File: src/hdl/spisbs_pkg.sv
// Shared types and codes for the SPI slave byte shifter.
package spisbs_pkg;

	// Register access or pin sample, carried on the input tuser
	localparam logic [1:0] OP_PIN_SAMPLE = 2'd0;
	localparam logic [1:0] OP_WRITE_TX   = 2'd1;
	localparam logic [1:0] OP_READ_RX    = 2'd2;
	localparam logic [1:0] OP_READ_STAT  = 2'd3;

	// Bits of the enable_mode register
	localparam int MODE_RX_BIT = 0;
	localparam int MODE_TX_BIT = 1;

	// Status flags, rx_ready in the lowest bit
	typedef struct packed {
		logic underrun;
		logic overrun;
		logic shift_done;
		logic tx_empty;
		logic rx_ready;
	} flags_t;

	localparam flags_t FLAGS_RESET = '{underrun: 1'b0, overrun: 1'b0, shift_done: 1'b0,
		tx_empty: 1'b1, rx_ready: 1'b0};

	// One result item, miso_level in the lowest bit
	typedef struct packed {
		logic       tx_event;
		logic       rx_event;
		flags_t     flags;
		logic [7:0] read_byte;
		logic       miso_level;
	} result_t;

endpackage

File: src/hdl/spisbs_core.sv
// State registers and per-item update logic of the SPI slave byte shifter.
module spisbs_core #(
	parameter int FRAME_BITS = 8
) (
	input  logic                clk,
	input  logic                arst_n,
	input  logic                cfg_we,
	input  logic [1:0]          cfg_wdata,
	input  logic                item_valid,
	input  logic [1:0]          operation,
	input  logic                select_level,
	input  logic                clock_level,
	input  logic                mosi_level,
	input  logic [7:0]          write_byte,
	output spisbs_pkg::result_t result
);

	localparam int SW = FRAME_BITS + 1;
	localparam int BW = $clog2(FRAME_BITS + 1);
	localparam logic [BW-1:0] FRAME_CNT = BW'(FRAME_BITS);

	logic [1:0]         mode_q;
	logic [SW-1:0]      shifter_q, shifter_n;
	logic [BW-1:0]      bits_q, bits_n;
	logic [7:0]         tx_q, tx_n;
	logic [7:0]         rx_q, rx_n;
	spisbs_pkg::flags_t flags_q, flags_n;
	logic [1:0]         pins_q, pins_n;
	logic               miso_q, miso_n;
	logic               fall_q, fall_n;
	logic [7:0]         rbyte;
	logic               rx_ev, tx_ev;
	logic               clock_ok;

	// Compute next state and the result of the current item
	always_comb begin
		shifter_n = shifter_q;
		bits_n    = bits_q;
		tx_n      = tx_q;
		rx_n      = rx_q;
		flags_n   = flags_q;
		pins_n    = pins_q;
		miso_n    = miso_q;
		fall_n    = fall_q;
		rbyte     = '0;
		rx_ev     = 1'b0;
		tx_ev     = 1'b0;
		clock_ok  = 1'b1;
		unique case (operation)
			spisbs_pkg::OP_PIN_SAMPLE: begin
				// Select edges first
				if (pins_q[0] && !select_level) begin
					fall_n = 1'b0;
					bits_n = '0;
					if (mode_q != 2'b00) begin
						bits_n = FRAME_CNT;
						if (mode_q[spisbs_pkg::MODE_TX_BIT]) begin
							if (flags_n.tx_empty) begin
								flags_n.underrun = 1'b1;
							end else begin
								shifter_n        = SW'(tx_q);
								flags_n.tx_empty = 1'b1;
								tx_ev            = 1'b1;
							end
						end
					end
				end else if (!pins_q[0] && select_level) begin
					bits_n   = '0;
					fall_n   = 1'b0;
					clock_ok = 1'b0;
				end
				// Clock edges inside a frame
				if (clock_ok && !select_level) begin
					if (!pins_q[1] && clock_level && bits_n != '0) begin
						bits_n    = bits_n - 1'b1;
						shifter_n = {shifter_n[SW-2:0], 1'b0};
						fall_n    = 1'b1;
						if (mode_q[spisbs_pkg::MODE_RX_BIT]) begin
							shifter_n[0] = mosi_level;
							if (bits_n == '0) begin
								rx_n = 8'(shifter_n);
								if (flags_n.rx_ready) begin
									flags_n.overrun = 1'b1;
								end else begin
									flags_n.rx_ready = 1'b1;
								end
								rx_ev = 1'b1;
							end
						end
					end else if (pins_q[1] && !clock_level && fall_n) begin
						fall_n = 1'b0;
						if (mode_q[spisbs_pkg::MODE_TX_BIT]) begin
							miso_n = shifter_n[SW-1];
							if (bits_n == '0) begin
								flags_n.shift_done = 1'b1;
							end
						end
					end
				end
				pins_n = {clock_level, select_level};
			end
			spisbs_pkg::OP_WRITE_TX: begin
				tx_n               = write_byte;
				flags_n.tx_empty   = 1'b0;
				flags_n.shift_done = 1'b0;
			end
			spisbs_pkg::OP_READ_RX: begin
				rbyte            = rx_q;
				flags_n.rx_ready = 1'b0;
			end
			spisbs_pkg::OP_READ_STAT: begin
				rbyte            = {3'b000, flags_q};
				flags_n.overrun  = 1'b0;
				flags_n.underrun = 1'b0;
			end
			default: begin
				rbyte = '0;
			end
		endcase
	end

	// Pack the result of this item
	assign result = '{tx_event: tx_ev, rx_event: rx_ev, flags: flags_n,
		read_byte: rbyte, miso_level: miso_n};

	// Hold the mode register
	always_ff @(posedge clk or negedge arst_n) begin
		if (!arst_n) begin
			mode_q <= 2'b00;
		end else if (cfg_we) begin
			mode_q <= cfg_wdata;
		end
	end

	// Advance state on each accepted item
	always_ff @(posedge clk or negedge arst_n) begin
		if (!arst_n) begin
			shifter_q <= '0;
			bits_q    <= '0;
			tx_q      <= '0;
			rx_q      <= '0;
			flags_q   <= spisbs_pkg::FLAGS_RESET;
			pins_q    <= 2'b01;
			miso_q    <= 1'b0;
			fall_q    <= 1'b0;
		end else if (item_valid) begin
			shifter_q <= shifter_n;
			bits_q    <= bits_n;
			tx_q      <= tx_n;
			rx_q      <= rx_n;
			flags_q   <= flags_n;
			pins_q    <= pins_n;
			miso_q    <= miso_n;
			fall_q    <= fall_n;
		end
	end

	// Bit count never exceeds a frame
	a_bits_range: assert property (@(posedge clk) disable iff (!arst_n)
		bits_q <= FRAME_CNT)
		else $error("bit count beyond frame length");

	// A pending falling edge means at least one bit was shifted
	a_fall_after_rise: assert property (@(posedge clk) disable iff (!arst_n)
		fall_q |-> (bits_q < FRAME_CNT))
		else $error("falling edge pending without a rising edge");

	// Load and store never happen on the same item
	a_events_exclusive: assert property (@(posedge clk) disable iff (!arst_n)
		item_valid |-> !(rx_ev && tx_ev))
		else $error("load and store in one item");

	// A load leaves the transmit register empty
	a_load_empties: assert property (@(posedge clk) disable iff (!arst_n)
		(item_valid && tx_ev) |=> flags_q.tx_empty)
		else $error("transmit register not empty after load");

	// A stored byte leaves rx_ready set
	a_store_ready: assert property (@(posedge clk) disable iff (!arst_n)
		(item_valid && rx_ev) |=> flags_q.rx_ready)
		else $error("rx_ready not set after store");

endmodule

File: src/hdl/spisbs_outreg.sv
// Output register that holds one result until the receiver takes it.
module spisbs_outreg (
	input  logic                clk,
	input  logic                arst_n,
	input  logic                in_valid,
	output logic                in_ready,
	input  spisbs_pkg::result_t in_data,
	output logic                out_valid,
	input  logic                out_ready,
	output spisbs_pkg::result_t out_data
);

	logic                valid_q;
	spisbs_pkg::result_t data_q;

	// Take a new result whenever the slot is free or drains this cycle
	assign in_ready  = !valid_q || out_ready;
	assign out_valid = valid_q;
	assign out_data  = data_q;

	// Hold valid until the transfer completes
	always_ff @(posedge clk or negedge arst_n) begin
		if (!arst_n) begin
			valid_q <= 1'b0;
		end else if (in_ready) begin
			valid_q <= in_valid;
		end
	end

	// Capture the payload on load
	always_ff @(posedge clk) begin
		if (in_valid && in_ready) begin
			data_q <= in_data;
		end
	end

endmodule

File: src/hdl/spi_slave_byte_shifter.sv
// Top level of the SPI slave byte shifter.
// Use: feed one item per transfer on the s_ side. s_tuser carries the
// operation: a pin sample (select, clock, MOSI levels), a transmit data
// write, a received data read or a status read. Pin samples are edge
// detected against the previous pin sample, so send them at a steady rate.
// Each item yields exactly one result on the m_ side: MISO level, read
// byte, the five status flags and the load/store event pulses.
// The result is registered and valid in the cycle after the input transfer.
// Throughput: one item per cycle unless m_tready stalls; the whole update is
// one pass of logic between the state registers and the output register.
// cfg_we writes enable_mode (bit0 receive, bit1 transmit) at the clock edge;
// write it only while no item is in flight.
// Reset: shifter, holding registers and MISO clear, only tx_reg_empty is
// set, select is taken as high and clock as low, the mode is disabled.
// Stall: while m_tready is low a held result blocks new input; s_tready
// follows the output slot, so input resumes in the cycle the result drains.
module spi_slave_byte_shifter #(
	parameter int FRAME_BITS = 8
) (
	input  logic        clk,
	input  logic        arst_n,
	input  logic        cfg_we,
	input  logic [1:0]  cfg_wdata,
	input  logic        s_tvalid,
	output logic        s_tready,
	// [0] select_level, [1] clock_level, [2] mosi_level, [10:3] write_byte, rest zero
	input  logic [15:0] s_tdata,
	// [1:0] operation
	input  logic [1:0]  s_tuser,
	output logic        m_tvalid,
	input  logic        m_tready,
	// [0] miso_level, [8:1] read_byte, [9] rx_ready, [10] tx_reg_empty,
	// [11] shift_done, [12] overrun, [13] underrun, [14] rx_event, [15] tx_event
	output logic [15:0] m_tdata
);

	spisbs_pkg::result_t core_res;
	spisbs_pkg::result_t out_res;
	logic                accept;

	assign accept = s_tvalid && s_tready;

	// Update state for each accepted item
	spisbs_core #(
		.FRAME_BITS (FRAME_BITS)
	) u_core (
		.clk          (clk),
		.arst_n       (arst_n),
		.cfg_we       (cfg_we),
		.cfg_wdata    (cfg_wdata),
		.item_valid   (accept),
		.operation    (s_tuser),
		.select_level (s_tdata[0]),
		.clock_level  (s_tdata[1]),
		.mosi_level   (s_tdata[2]),
		.write_byte   (s_tdata[10:3]),
		.result       (core_res)
	);

	// Hold the result for the receiver
	spisbs_outreg u_outreg (
		.clk       (clk),
		.arst_n    (arst_n),
		.in_valid  (s_tvalid),
		.in_ready  (s_tready),
		.in_data   (core_res),
		.out_valid (m_tvalid),
		.out_ready (m_tready),
		.out_data  (out_res)
	);

	assign m_tdata = out_res;

endmodule
File: config.mk
export PLATFORM = sky130hd
export DESIGN_NAME = spi_slave_byte_shifter
export DESIGN_NICKNAME = d
export VERILOG_FILES = /design/src/hdl/spisbs_pkg.sv /design/src/hdl/spisbs_core.sv /design/src/hdl/spisbs_outreg.sv /design/src/hdl/spi_slave_byte_shifter.sv
export SDC_FILE = /design/constraint.sdc
export NUM_CORES = 1
export LEC_CHECK = 0
export ABC_AREA = 1
export BUFFER_PORTS_ARGS = -buffer_cell sky130_fd_sc_hd__buf_2
export CAP_MARGIN = 20
export CORE_UTILIZATION = 61
export CTS_CLUSTER_SIZE = 10
export DETAILED_ROUTE_END_ITERATION = 7
export MAX_ROUTING_LAYER = met4
export PLACE_DENSITY = 0.87
export SLEW_MARGIN = 5
export SYNTH_ARGS = -nofsm -noshare
export SYNTH_HDL_FRONTEND = slang
export SYNTH_SLANG_ARGS = --single-unit
export TNS_END_PERCENT = 50
File: constraint.sdc
create_clock -name clk -period 3.5 [get_ports clk]
set_input_delay 0.7 -clock clk [delete_from_list [all_inputs] [get_ports clk]]
set_output_delay 0.7 -clock clk [all_outputs]
set_load 0.01 [all_outputs]
# After elaboration in Yosys (flattened, before gate mapping)

Cells that the tools add are included.

Multiplexer cells: 53
Equal/unequal tests: 3
Reductions and logical operators: 24
Add/subtract/negate cells: 1

Operator list:

| kind                  | number |
|---|---|
| $mux W9               | 6 |
| $mux W1               | 36 |
| $mux W4               | 6 |
| $pmux W8 S2           | 1 |
| $logic_and A1 B1 Y1   | 8 |
| $logic_not A4 Y1      | 2 |
| $pmux W2 S2           | 2 |
| $reduce_and A4 Y1     | 2 |
| $reduce_and A6 Y1     | 1 |
| $logic_not A1 Y1      | 5 |
| $eq A2 B2 Y1 const B  | 2 |
| $reduce_and A2 Y1     | 2 |
| $reduce_bool A4 Y1    | 1 |
| $sub A4 B1 Y4 const B | 1 |
| $eq A2 B1 Y1 const B  | 1 |
| $logic_not A2 Y1      | 1 |
| $mux W2               | 1 |
| $pmux W1 S2           | 1 |
| $reduce_bool A2 Y1    | 1 |
| $logic_or A1 B1 Y1    | 1 |

Output and inout bits: 18
Input bits: 25
Flip-flop bits (word level): 57
Word-level logic and storage cells: 104

# Depth between registers and ports, before layout

Gate-level depths: netlist (run 1).

Depth in word-level cells: 12
Gate-level depth with buffers: 14

# By module

Synthesis (run 1) repeated with hierarchy kept, for this count alone.

Cells, all modules: 309
Area total of the unflattened synthesis: 2806.4 µm²

Modules (own cells, without submodules):

| module                 | area each (µm²) | cells each | sequential area each (µm²) | instances |
|---|---|---|---|---|
| spisbs_core            | 2273.4          | 285        | 1003.5                     | 1 |
| spisbs_outreg          | 525.5           | 22         | 505.5                      | 1 |
| spi_slave_byte_shifter | 7.5             | 2          | 0.0                        | 1 |

# Worst setup path after synthesis (run 1)

OpenSTA, ideal clock, no wires.

Path type: input-to-reg
Start: input s_tdata[0]
End: register u_core.rx_q[6]
Data arrival time: 2.045 ns
Stages: 13
Slack: 1.330 ns
Cells stage by stage: inv_2 > nand2_2 > buf_6 > nand3_1 > ha_1 > inv_1 > nand4_1 > nand3_1 > nor2_4 > nand4_4 > buf_6 > nand2_1 > o21ai_2

Longest elaborated chain between the ends: 7
Elaborated cells on any way between the ends: 16
Classes of those cells: add/sub (1); mux (7); reduce/logical (8)

RTL lines:

| element                                                        | RTL line                                                | source |
|---|---|---|
| from (decl)                                                    | spi_slave_byte_shifter.sv:27                            | `input logic [15:0] s_tdata,` |
| $logic_and A1 B1 Y1 / $logic_not A1 Y1 (equally long branches) | spisbs_core.sv:67, spisbs_core.sv:52, spisbs_core.sv:73 |  |
| $mux W4 / $logic_and A1 B1 Y1 (equally long branches)          | spisbs_core.sv:67, spisbs_core.sv:52                    |  |
| $mux W4                                                        | spisbs_core.sv:52                                       | `if (pins_q[0] && !select_level) begin` |
| $mux W4                                                        | spisbs_core.sv:49                                       | `unique case (operation)` |
| $sub A4 B1 Y4 / $reduce_bool A4 Y1 (equally long branches)     | spisbs_core.sv:75, spisbs_core.sv:74                    |  |
| $logic_not A4 Y1 / $logic_and A1 B1 Y1 (equally long branches) | spisbs_core.sv:80, spisbs_core.sv:74                    |  |
| $reduce_and A6 Y1 (no line)                                    | -                                                       |  |
| to (signal assigned)                                           | spisbs_core.sv:150                                      | `rx_q <= rx_n;` |
| to (decl)                                                      | spisbs_core.sv:26                                       | `logic [7:0] rx_q, rx_n;` |

Several ways; a longest one is shown, not always the timed one. The select of a mux whose other input is x is not followed.
A chain may end at the register's enable or synchronous reset.

# Worst setup path after layout (run 1)

Start: register u_core.pins_q[0]
End: register u_core.shifter_q[1]

Longest elaborated chain between the ends: 9
Elaborated cells on any way between the ends: 15
Classes of those cells: mux (9); reduce/logical (6)

RTL lines:

| element                | RTL line           | source |
|---|---|---|
| from (decl)            | spisbs_core.sv:28  | `logic [1:0] pins_q, pins_n;` |
| from (signal assigned) | spisbs_core.sv:152 | `pins_q <= pins_n;` |
| $logic_not A1 Y1       | spisbs_core.sv:67  | `end else if (!pins_q[0] && select_level) begin` |
| $logic_and A1 B1 Y1    | spisbs_core.sv:67  |  |
| $mux W4                | spisbs_core.sv:67  |  |
| $mux W4                | spisbs_core.sv:52  |  |
| $mux W4                | spisbs_core.sv:49  |  |
| $reduce_bool A4 Y1     | spisbs_core.sv:74  | `if (!pins_q[1] && clock_level && bits_n != '0) begin` |
| $logic_and A1 B1 Y1    | spisbs_core.sv:74  |  |
| $mux W9                | spisbs_core.sv:74  |  |
| $mux W9 *              | spisbs_core.sv:73  | `if (clock_ok && !select_level) begin` |
| to (signal assigned)   | spisbs_core.sv:147 | `shifter_q <= shifter_n;` |
| to (decl)              | spisbs_core.sv:23  | `logic [SW-1:0] shifter_q, shifter_n;` |

Every way passes the cells marked *; elsewhere a longest branch is shown, timed or not. The select of a mux whose other input is x is not followed.

==> results.json, run 1 <==
{
  "syn-cell-area_sq_um": 2780,
  "cpMostUsedCell": "nand2_1",
  "viasPerCell": 5.26,
  "hold_viol": 0,
  "cts_setup_buffers": 0,
  "cp.arrival_ns": 2.68,
  "slew_viol_final": 0,
  "drc_errors": 0,
  "gp_congestion": 0.857,
  "start_util": 0.635,
  "clkLatencyLatePin_ns": 0.34,
  "instances_no_fill": 409,
  "grt_max_degree": 42,
  "period_share": 0.701,
  "grt-ovfl-total": 0,
  "post_cts_resized": 0,
  "final_period_minus_worst_setup_slack_ns": 2.45,
  "vdd_drop_max_v": 0.000327,
  "die_area_sq_um": 4840,
  "syn_avg_cell_area_sq_um": 8.86,
  "hold_buffers": 0,
  "drive_gt1_frac": 0.213,
  "rsz0062_at_grt": "false",
  "syn_inst": 314,
  "dpl.hpwl_mm": 3.67,
  "cellLeakagePower_nw": 1.62,
  "io_buffers": 37,
  "dieWidth_um": 69.5,
  "worstPathRequired_ns": 3.72,
  "register_area_sq_um": 1510,
  "status": "finished, final reports clean",
  "drt_iter0_markers": 132,
  "ys_async_sr_fraction": 0.719,
  "crit_chain": "inv_1 -> nand2_1 -> nand3_2 -> ha_1 -> nand2_2 -> inv_2 -> nand2_2 -> nand3_2 -> inv_2 -> nand2_1 -> o211ai_1 -> nand2_1",
  "cpPeakStageDelay_ns": 0.54,
  "power_density_nw_per_um2": 581,
  "ys.flop_type": "dfrtp_1",
  "hp-class": "reg -> reg",
  "netlist.area_leader.share": 0.351,
  "cp-start-kind": "register",
  "layout.nets": 383,
  "cts.sinks": 57,
  "cts_buffer_depth": 2,
  "synth_edf_count": 16,
  "area_growth_pct": 14.2,
  "ant_nets": 0,
  "grt_pass1_vias": 2082,
  "cts_tree": "yes",
  "yosysMostFrequentCell": "nand2_1",
  "core_area_sq_um": 4380,
  "numCtsBuffers": 9,
  "setup_viol": 0,
  "crit_fanout": 17,
  "synth.area.top_cells": "dfrtp_1 (35%), edfxtp_1 (17%), nand2_1 (12%)",
  "path_class": "reg -> reg",
  "ios": 43,
  "multiInputGateArea_sq_um": 1040,
  "max_slew.worst_pin.slew_ns": 0.914,
  "die_y_um": 69.5,
  "drt-total-wl_mm": 5.31,
  "yosys_warnings": 0,
  "cts_max_level": 3,
  "antenna_found_initial": 0,
  "yosysUniqueCellTypes": 29,
  "firstDrtPassIters": 4,
  "root_buffer": "clkbuf_8",
  "ys_seq_elements": 57,
  "dp.cells": 393,
  "clk_pin_slew_ns": 0.06,
  "cap_viol_max_count": 0,
  "wl_per_cell_um": 13.0,
  "fin_worst_skew_ns": 0.00288,
  "vias": 2151,
  "timing.fmax_mhz": 408,
  "grt_pass1_wl_mm": 9.21,
  "cpMaxStageDelayCell": "dfstp_2",
  "synth_commonest_cells": "nand2_1 (87), inv_1 (41), dfrtp_1 (39)",
  "setup_tns_ns": 0,
  "n_fill_cell": 354,
  "synth_fp_nets": 345,
  "critPathCaptureType": "register",
  "slew_headroom": 0.391,
  "track_usage": 0.257,
  "yosysSeqAreaShare": 0.542,
  "antenna_cells": 0,
  "num_rows": 24,
  "yosys.area.top_type": "dfrtp_1"
}
sequential cells by signal (all words and copies together), names as in the netlist, 2 cells and up:
name and flops:
u_outreg.out_data 16, u_core.shifter_q 9, u_core.rx_q 8, u_core.tx_q 8
u_core.flags_q 5, u_core.bits_q 4, u_core.mode_q 2, u_core.pins_q 2
per-layer routing:
layer / vias up / part of all wire / track usage
li1: 1094 / - / -
met1: 986 / 0.46 / 0.316
met2: 58 / 0.47 / 0.388
met3: 13 / 0.055 / 0.0988
met4: 0 / 0.020 / 0.0952
met5: - / 0 / -
placed cells by master (no fill, tap or decap), drive strengths merged:
master,n
clkinv,3
nand3,22
nand2,90
o211ai,2
a2bb2oi,1
bufinv,1
dfstp,2
a31oi,1
nand4,4
nor2,15
clkbuf,13
dfrtp,39
a21oi,7
nor3,4
a22o,2
o22ai,3
mux2,5
edfxtp,16
buf,38
o21ai,38
inv,45
ha,6
critical path: cells and delay by family, from the launching register on:
family                     cells  cell delay [ns]
adders and majority gates      1             0.26
and+or+nand+nor                7             1.08
buffers and inverters          3             0.39
AOI/OAI and AO/OA              1             0.09
DFF                            1             0.54
power breakdown:
group | internal (mW) | total (mW) | switching (mW)
logic | 0.135 | 0.389 | 0.254
registers | 0.793 | 0.844 | 0.0516
clock network | 0.364 | 0.611 | 0.247
kinds of logic (layout without fill, tap and decap cells):
| family | count (synthesis) | in the layout | synth area share |
|---|---|---|---|
| buffers and inverters | 57 | 100 | 0.0841 |
| DFF | 57 | 57 | 0.542 |
| muxes | 5 | 5 | 0.0202 |
| and+or+nand+nor | 135 | 135 | 0.214 |
| adders and majority gates | 6 | 6 | 0.0270 |
| AOI/OAI and AO/OA | 54 | 54 | 0.113 |
final cells by class:
| type | instances | share of cell area |
|---|---|---|
| Sequential cell | 57 | 0.475 |
| Multi-Input combinational cell | 200 | 0.327 |
| Clock inverter | 3 | 0.0122 |
| Inverter | 46 | 0.0544 |
| Timing Repair Buffer | 38 | 0.0607 |
| Clock buffer | 13 | 0.0500 |
| Tap cell | 52 | 0.0205 |
final timing paths:
check / from / end / slack, ns / depth (start not counted)
max: u_core.pins_q[0] / u_core.shifter_q[1] / 1.05 / 12
min: u_core.shifter_q[8] / u_core.shifter_q[8] / 0.48 / 2
max reg2reg: u_core.pins_q[0] / u_core.shifter_q[1] / 1.05 / 12
min reg2reg: u_core.shifter_q[8] / u_core.shifter_q[8] / 0.48 / 2
max in group asynchronous: arst_n / u_core.bits_q[0] / 2.44 / 1
min in group asynchronous: arst_n / u_core.rx_q[0] / 0.50 / 1
stage by stage:
step,instance area [sq um],hold WS (ns),power [mW],setup WS [ns],utilization
floorplan,2780,0.404,1.14,1.33,-
global placement,2980,0.464,1.22,0.896,0.680
detailed placement,2980,0.466,1.24,0.833,0.680
CTS,3180,0.483,1.85,1.07,0.725
global route,3180,0.502,1.95,0.885,0.725
finish,3180,0.483,1.84,1.05,0.725
No activity file was read; power rests on OpenSTA's default activity.
==> run 2, diff against run 1 <==
--- a/config.mk
+++ b/config.mk
@@ -8,11 +8,11 @@
 export ABC_AREA = 1
 export BUFFER_PORTS_ARGS = -buffer_cell sky130_fd_sc_hd__buf_2
 export CAP_MARGIN = 20
-export CORE_UTILIZATION = 61
+export CORE_UTILIZATION = 51
 export CTS_CLUSTER_SIZE = 10
 export DETAILED_ROUTE_END_ITERATION = 7
 export MAX_ROUTING_LAYER = met4
-export PLACE_DENSITY = 0.87
+export PLACE_DENSITY = 0.78
 export SLEW_MARGIN = 5
 export SYNTH_ARGS = -nofsm -noshare
 export SYNTH_HDL_FRONTEND = slang
==> constraint.sdc (replaced) <==
create_clock -name clk -period 2.24 [get_ports clk]
set_input_delay 0.448 -clock clk [delete_from_list [all_inputs] [get_ports clk]]
set_output_delay 0.448 -clock clk [all_outputs]
set_load 0.01 [all_outputs]
==> results.json, run 2 (synthesis results as in run 1) <==
{
  "rsz0062_at_grt": "false",
  "vdd_drop_max_v": 0.000468,
  "layout.nets": 394,
  "hold_viol": 0,
  "ant_nets": 0,
  "final_period_minus_worst_setup_slack_ns": 2.05,
  "grt-ovfl-total": 0,
  "status": "finished, final reports clean",
  "dp.cells": 421,
  "power_mw": 3.01,
  "drive_gt1_frac": 0.245,
  "dieWidth_um": 75.9,
  "drc_errors": 0,
  "core_area_sq_um": 5170,
  "wl_per_cell_um": 12.7,
  "worstPathRequired_ns": 2.41,
  "period_share": 0.915,
  "vias": 2246,
  "cellLeakagePower_nw": 1.67,
  "slew_viol_final": 0,
  "cap_viol_max_count": 0,
  "n_fill_cell": 450,
  "viasPerCell": 5.13,
  "rr_worst_depth": 11,
  "crit_fanout": 5,
  "met2_usage": 0.368,
  "hp-class": "in -> async",
  "dpl.hpwl_mm": 3.84,
  "swShare": 0.302,
  "cp-start-kind": "register",
  "clkLatencyLatePin_ns": 0.34,
  "drt-total-wl_mm": 5.55,
  "track_usage": 0.229,
  "drt_iter0_markers": 141,
  "seq_power_share": 0.440,
  "firstDrtPassIters": 5,
  "cts.sinks": 57,
  "grt_pass1_wl_mm": 9.29,
  "pwr-share-comb": 0.220,
  "io_buffers": 37,
  "fin_worst_skew_ns": 0.0131,
  "power_density_nw_per_um2": 905,
  "numCtsBuffers": 9,
  "cts_buffer_depth": 2,
  "die_area_sq_um": 5760,
  "clkPwrFrac": 0.340,
  "path_class": "reg -> reg",
  "critPathCaptureType": "register",
  "grt_max_degree": 42,
  "setup_viol": 0,
  "worst_slack_ns": 0.189,
  "instances_no_fill": 438,
  "clk_pin_slew_ns": 0.06,
  "root_buffer": "clkbuf_8",
  "antenna_cells": 0,
  "area_growth_pct": 19.4,
  "cts_tree": "yes",
  "dp_slack_ns": 0.0981,
  "antenna_found_initial": 0,
  "start_util": 0.538,
  "die_y_um": 75.9,
  "grt_pass1_vias": 2167,
  "timing.fmax_mhz": 488,
  "cts_max_level": 3,
  "p_sw_uw": 909,
  "ios": 43,
  "max_slew.worst_pin.slew_ns": 0.513,
  "gp_congestion": 0.861,
  "layout_commonest_cell": "nand2_1",
  "setup_tns_ns": 0,
  "slew_headroom": 0.657,
  "largest_reg_flops": 16,
  "num_rows": 26,
  "cp.arrival_ns": 2.22,
  "p_int_mw": 2.10,
  "grt.busiest_layer": "met2",
  "grt_use_met3": 0.0622,
  "final_cell_mix": "nand2_1 (85), inv_1 (41), dfrtp_1 (39)",
  "met1_usage": 0.256
}
run 2: through the flow:
stage          utilization  instance area [sq um]  hold WS [ns]
2_1_floorplan            -                   2780         0.152
3_3_place_gp         0.595                   3080         0.462
3_5_place_dp         0.595                   3080         0.470
4_1_cts              0.636                   3290         0.183
5_1_grt              0.642                   3320         0.205
6_report             0.642                   3320         0.169
run 2: per-layer routing:
| metal | vias up | routed length (um) |
|---|---|---|
| li1 | 1115 | - |
| met3 | 17 | 249 |
| met2 | 56 | 2720 |
| met1 | 1058 | 2410 |
| met4 | 0 | 172 |
| met5 | - | 0 |
run 2: power by group through the flow:
stage / logic, mW / registers [mW] / clock network [mW]
after floorplan: 0.452 / 1.33 / 0
after global placement: 0.616 / 1.33 / 0
after detailed placement: 0.639 / 1.34 / 0
after CTS: 0.648 / 1.32 / 1.03
after global routing: 0.757 / 1.34 / 1.08
final: 0.662 / 1.32 / 1.02
run 2: area by class of cell:
type                       instances  area [sq um]  area share
sequential                        57          1510       0.454
multi-input combinational        201          1070       0.323
timing repair buffer              48           268      0.0806
inverter                          46           173      0.0520
clock buffer                      10           128      0.0384
tap                               70          87.6      0.0264
clock inverter                     6          83.8      0.0252
run 2: worst paths after layout:
check / from / to / slack, ns
max reg2reg: u_core.pins_q[0] / u_outreg.out_data[12] / 0.19
min in group clk: cfg_wdata[1] / u_core.mode_q[1] / 0.33
min: arst_n / u_core.tx_q[6] / 0.17
max: u_core.pins_q[0] / u_outreg.out_data[12] / 0.19
max in group asynchronous: arst_n / u_core.flags_q[1] / 1.69
min reg2reg: u_core.rx_q[5] / u_core.rx_q[5] / 0.48
run 2: what timing repair did:
action / in CTS / in global routing
gates resized for setup: 0 / 4
hold buffers: 0 / 0
endpoints found under the setup margin: 0 / 8
buffers inserted: 0 / 0
run 2: worst max-delay path, cell delays in order (launching register included):
cell	delay [ns]
dfstp_2	0.53
inv_1	0.05
nand2_2	0.11
nand3_4	0.11
ha_1	0.24
nand2_2	0.10
inv_2	0.04
nand2_2	0.08
nand2_1	0.09
nor2_4	0.21
nand3_1	0.15
a21oi_1	0.18
==> run 3, diff against run 2 <==
--- a/config.mk
+++ b/config.mk
@@ -6,7 +6,7 @@
 export NUM_CORES = 1
 export LEC_CHECK = 0
 export ABC_AREA = 1
-export BUFFER_PORTS_ARGS = -buffer_cell sky130_fd_sc_hd__buf_2
+export BUFFER_PORTS_ARGS = -buffer_cell sky130_fd_sc_hd__clkbuf_2
 export CAP_MARGIN = 20
 export CORE_UTILIZATION = 51
 export CTS_CLUSTER_SIZE = 10
==> results.json, run 3 (synthesis results as in run 1) <==
{
  "core_area_sq_um": 5170,
  "die_y_um": 75.9,
  "cts_tree": "yes",
  "cp-start-kind": "register",
  "drt-total-wl_mm": 5.31,
  "dp_slack_ns": 0.105,
  "die_area_sq_um": 5760,
  "fin_worst_skew_ns": 0.00517,
  "n_fill_cell": 424,
  "grt-ovfl-total": 0,
  "holdWs_ns": 0.0905,
  "root_buffer": "clkbuf_8",
  "cp.arrival_ns": 2.26,
  "worst_slack_ns": 0.156,
  "rsz0062_at_grt": "true",
  "instances_no_fill": 438,
  "ant_nets": 0,
  "antenna_cells": 0,
  "largest_reg_flops": 16,
  "num_rows": 26,
  "max_slew.worst_pin.slew_ns": 0.543,
  "grt_pass1_wl_mm": 9.21,
  "timing.fmax_mhz": 480,
  "antenna_found_initial": 0,
  "cts.sinks": 57,
  "vias": 2182,
  "critPathCaptureType": "register",
  "setup_viol": 0,
  "vdd_drop_max_v": 0.000451,
  "ios": 43,
  "cts_max_level": 3,
  "slew_headroom": 0.638,
  "gp_congestion": 0.870,
  "layout.nets": 394,
  "firstDrtPassIters": 4,
  "final_cell_mix": "nand2_1 (87), inv_1 (41), dfrtp_1 (39)",
  "clkLatencyLatePin_ns": 0.33,
  "crit_fanout": 5,
  "io_buffers": 37,
  "power_density_nw_per_um2": 883,
  "viasPerCell": 4.98,
  "clk_pin_slew_ns": 0.07,
  "area_growth_pct": 19.2,
  "dieWidth_um": 75.9,
  "dp.cells": 421,
  "drive_gt1_frac": 0.245,
  "grt_pass1_vias": 2118,
  "grt_max_degree": 24,
  "cellLeakagePower_nw": 1.68,
  "layout_commonest_cell": "nand2_1",
  "drt_iter0_markers": 179,
  "slew_viol_final": 0,
  "drc_errors": 0,
  "wl_per_cell_um": 12.1,
  "final_period_minus_worst_setup_slack_ns": 2.08,
  "cts_buffer_depth": 2,
  "hold_viol": 0,
  "track_usage": 0.225,
  "hp-class": "in -> async",
  "cts_setup_buffers": 0,
  "cap_viol_max_count": 0,
  "dpl.hpwl_mm": 3.84,
  "period_share": 0.930,
  "status": "finished, final reports clean",
  "power_mw": 2.93,
  "start_util": 0.538,
  "path_class": "reg -> reg",
  "worstPathRequired_ns": 2.42,
  "final_util": 0.641,
  "numCtsBuffers": 9
}
[run 3: cell count changes in the layout (fill, tap and decap cells not counted), sizes merged]
cell | previous run | this run
buf | 48 | 11
clkbuf | 10 | 47
bufinv | 2 | 1
clkinv | 3 | 4
[run 3: per-layer routing]
layer,GRT usage,part of all wire
met2,0.362,0.47
met5,-,0
met4,0.0885,0.012
met3,0.0582,0.047
met1,0.272,0.47
[run 3: cell type report]
cell class / count / area [sq um] / area share
flip-flops and latches: 57 / 1510 / 0.455
multi-input cells: 201 / 1060 / 0.320
repair buffers: 48 / 280 / 0.0845
inverters: 46 / 173 / 0.0521
clock buffers: 10 / 138 / 0.0415
well taps: 70 / 87.6 / 0.0264
clock inverters: 6 / 67.6 / 0.0204
[run 3: timing repair]
action,in CTS,in global routing
endpoints found under the setup margin,0,8
resized for setup,0,1
hold buffers,0,0
[run 3: final timing paths]
| check | slack (ns) | cells past startpoint | end | start |
|---|---|---|---|---|
| max | 0.16 | 11 | u_outreg.out_data[12] | u_core.pins_q[0] |
| min | 0.09 | 1 | u_core.shifter_q[3] | arst_n |
| max reg2reg | 0.16 | 11 | u_outreg.out_data[12] | u_core.pins_q[0] |
| min reg2reg | 0.48 | 2 | u_core.rx_q[6] | u_core.rx_q[6] |
| max in group asynchronous | 1.57 | 2 | u_core.pins_q[0] | arst_n |
| min in group clk | 0.34 | 3 | u_core.mode_q[1] | cfg_wdata[1] |
[run 3: worst max-delay path: stages (launching register included)]
cell     delay [ns]
dfstp_2        0.54
inv_1          0.05
nand2_1        0.13
nand3_2        0.15
ha_1           0.25
nand2_2        0.10
inv_2          0.04
nand2_2        0.08
nand2_1        0.09
nor2_4         0.19
nand3_1        0.16
a21oi_1        0.17
[run 3: stage by stage]
step	area [sq um]	TNS (ns)
global placement	3090	0
detailed placement	3090	0
global route	3320	-0.00957
CTS	3290	0
floorplan	2780	0
finish	3320	0
[run 3: where the power goes]
| part | leakage, nW | internal (mW) | switching [mW] | total, mW |
|---|---|---|---|---|
| clock | 0.0985 | 0.545 | 0.417 | 0.962 |
| sequential | 0.679 | 1.24 | 0.0815 | 1.32 |
| combinational | 0.902 | 0.240 | 0.409 | 0.649 |
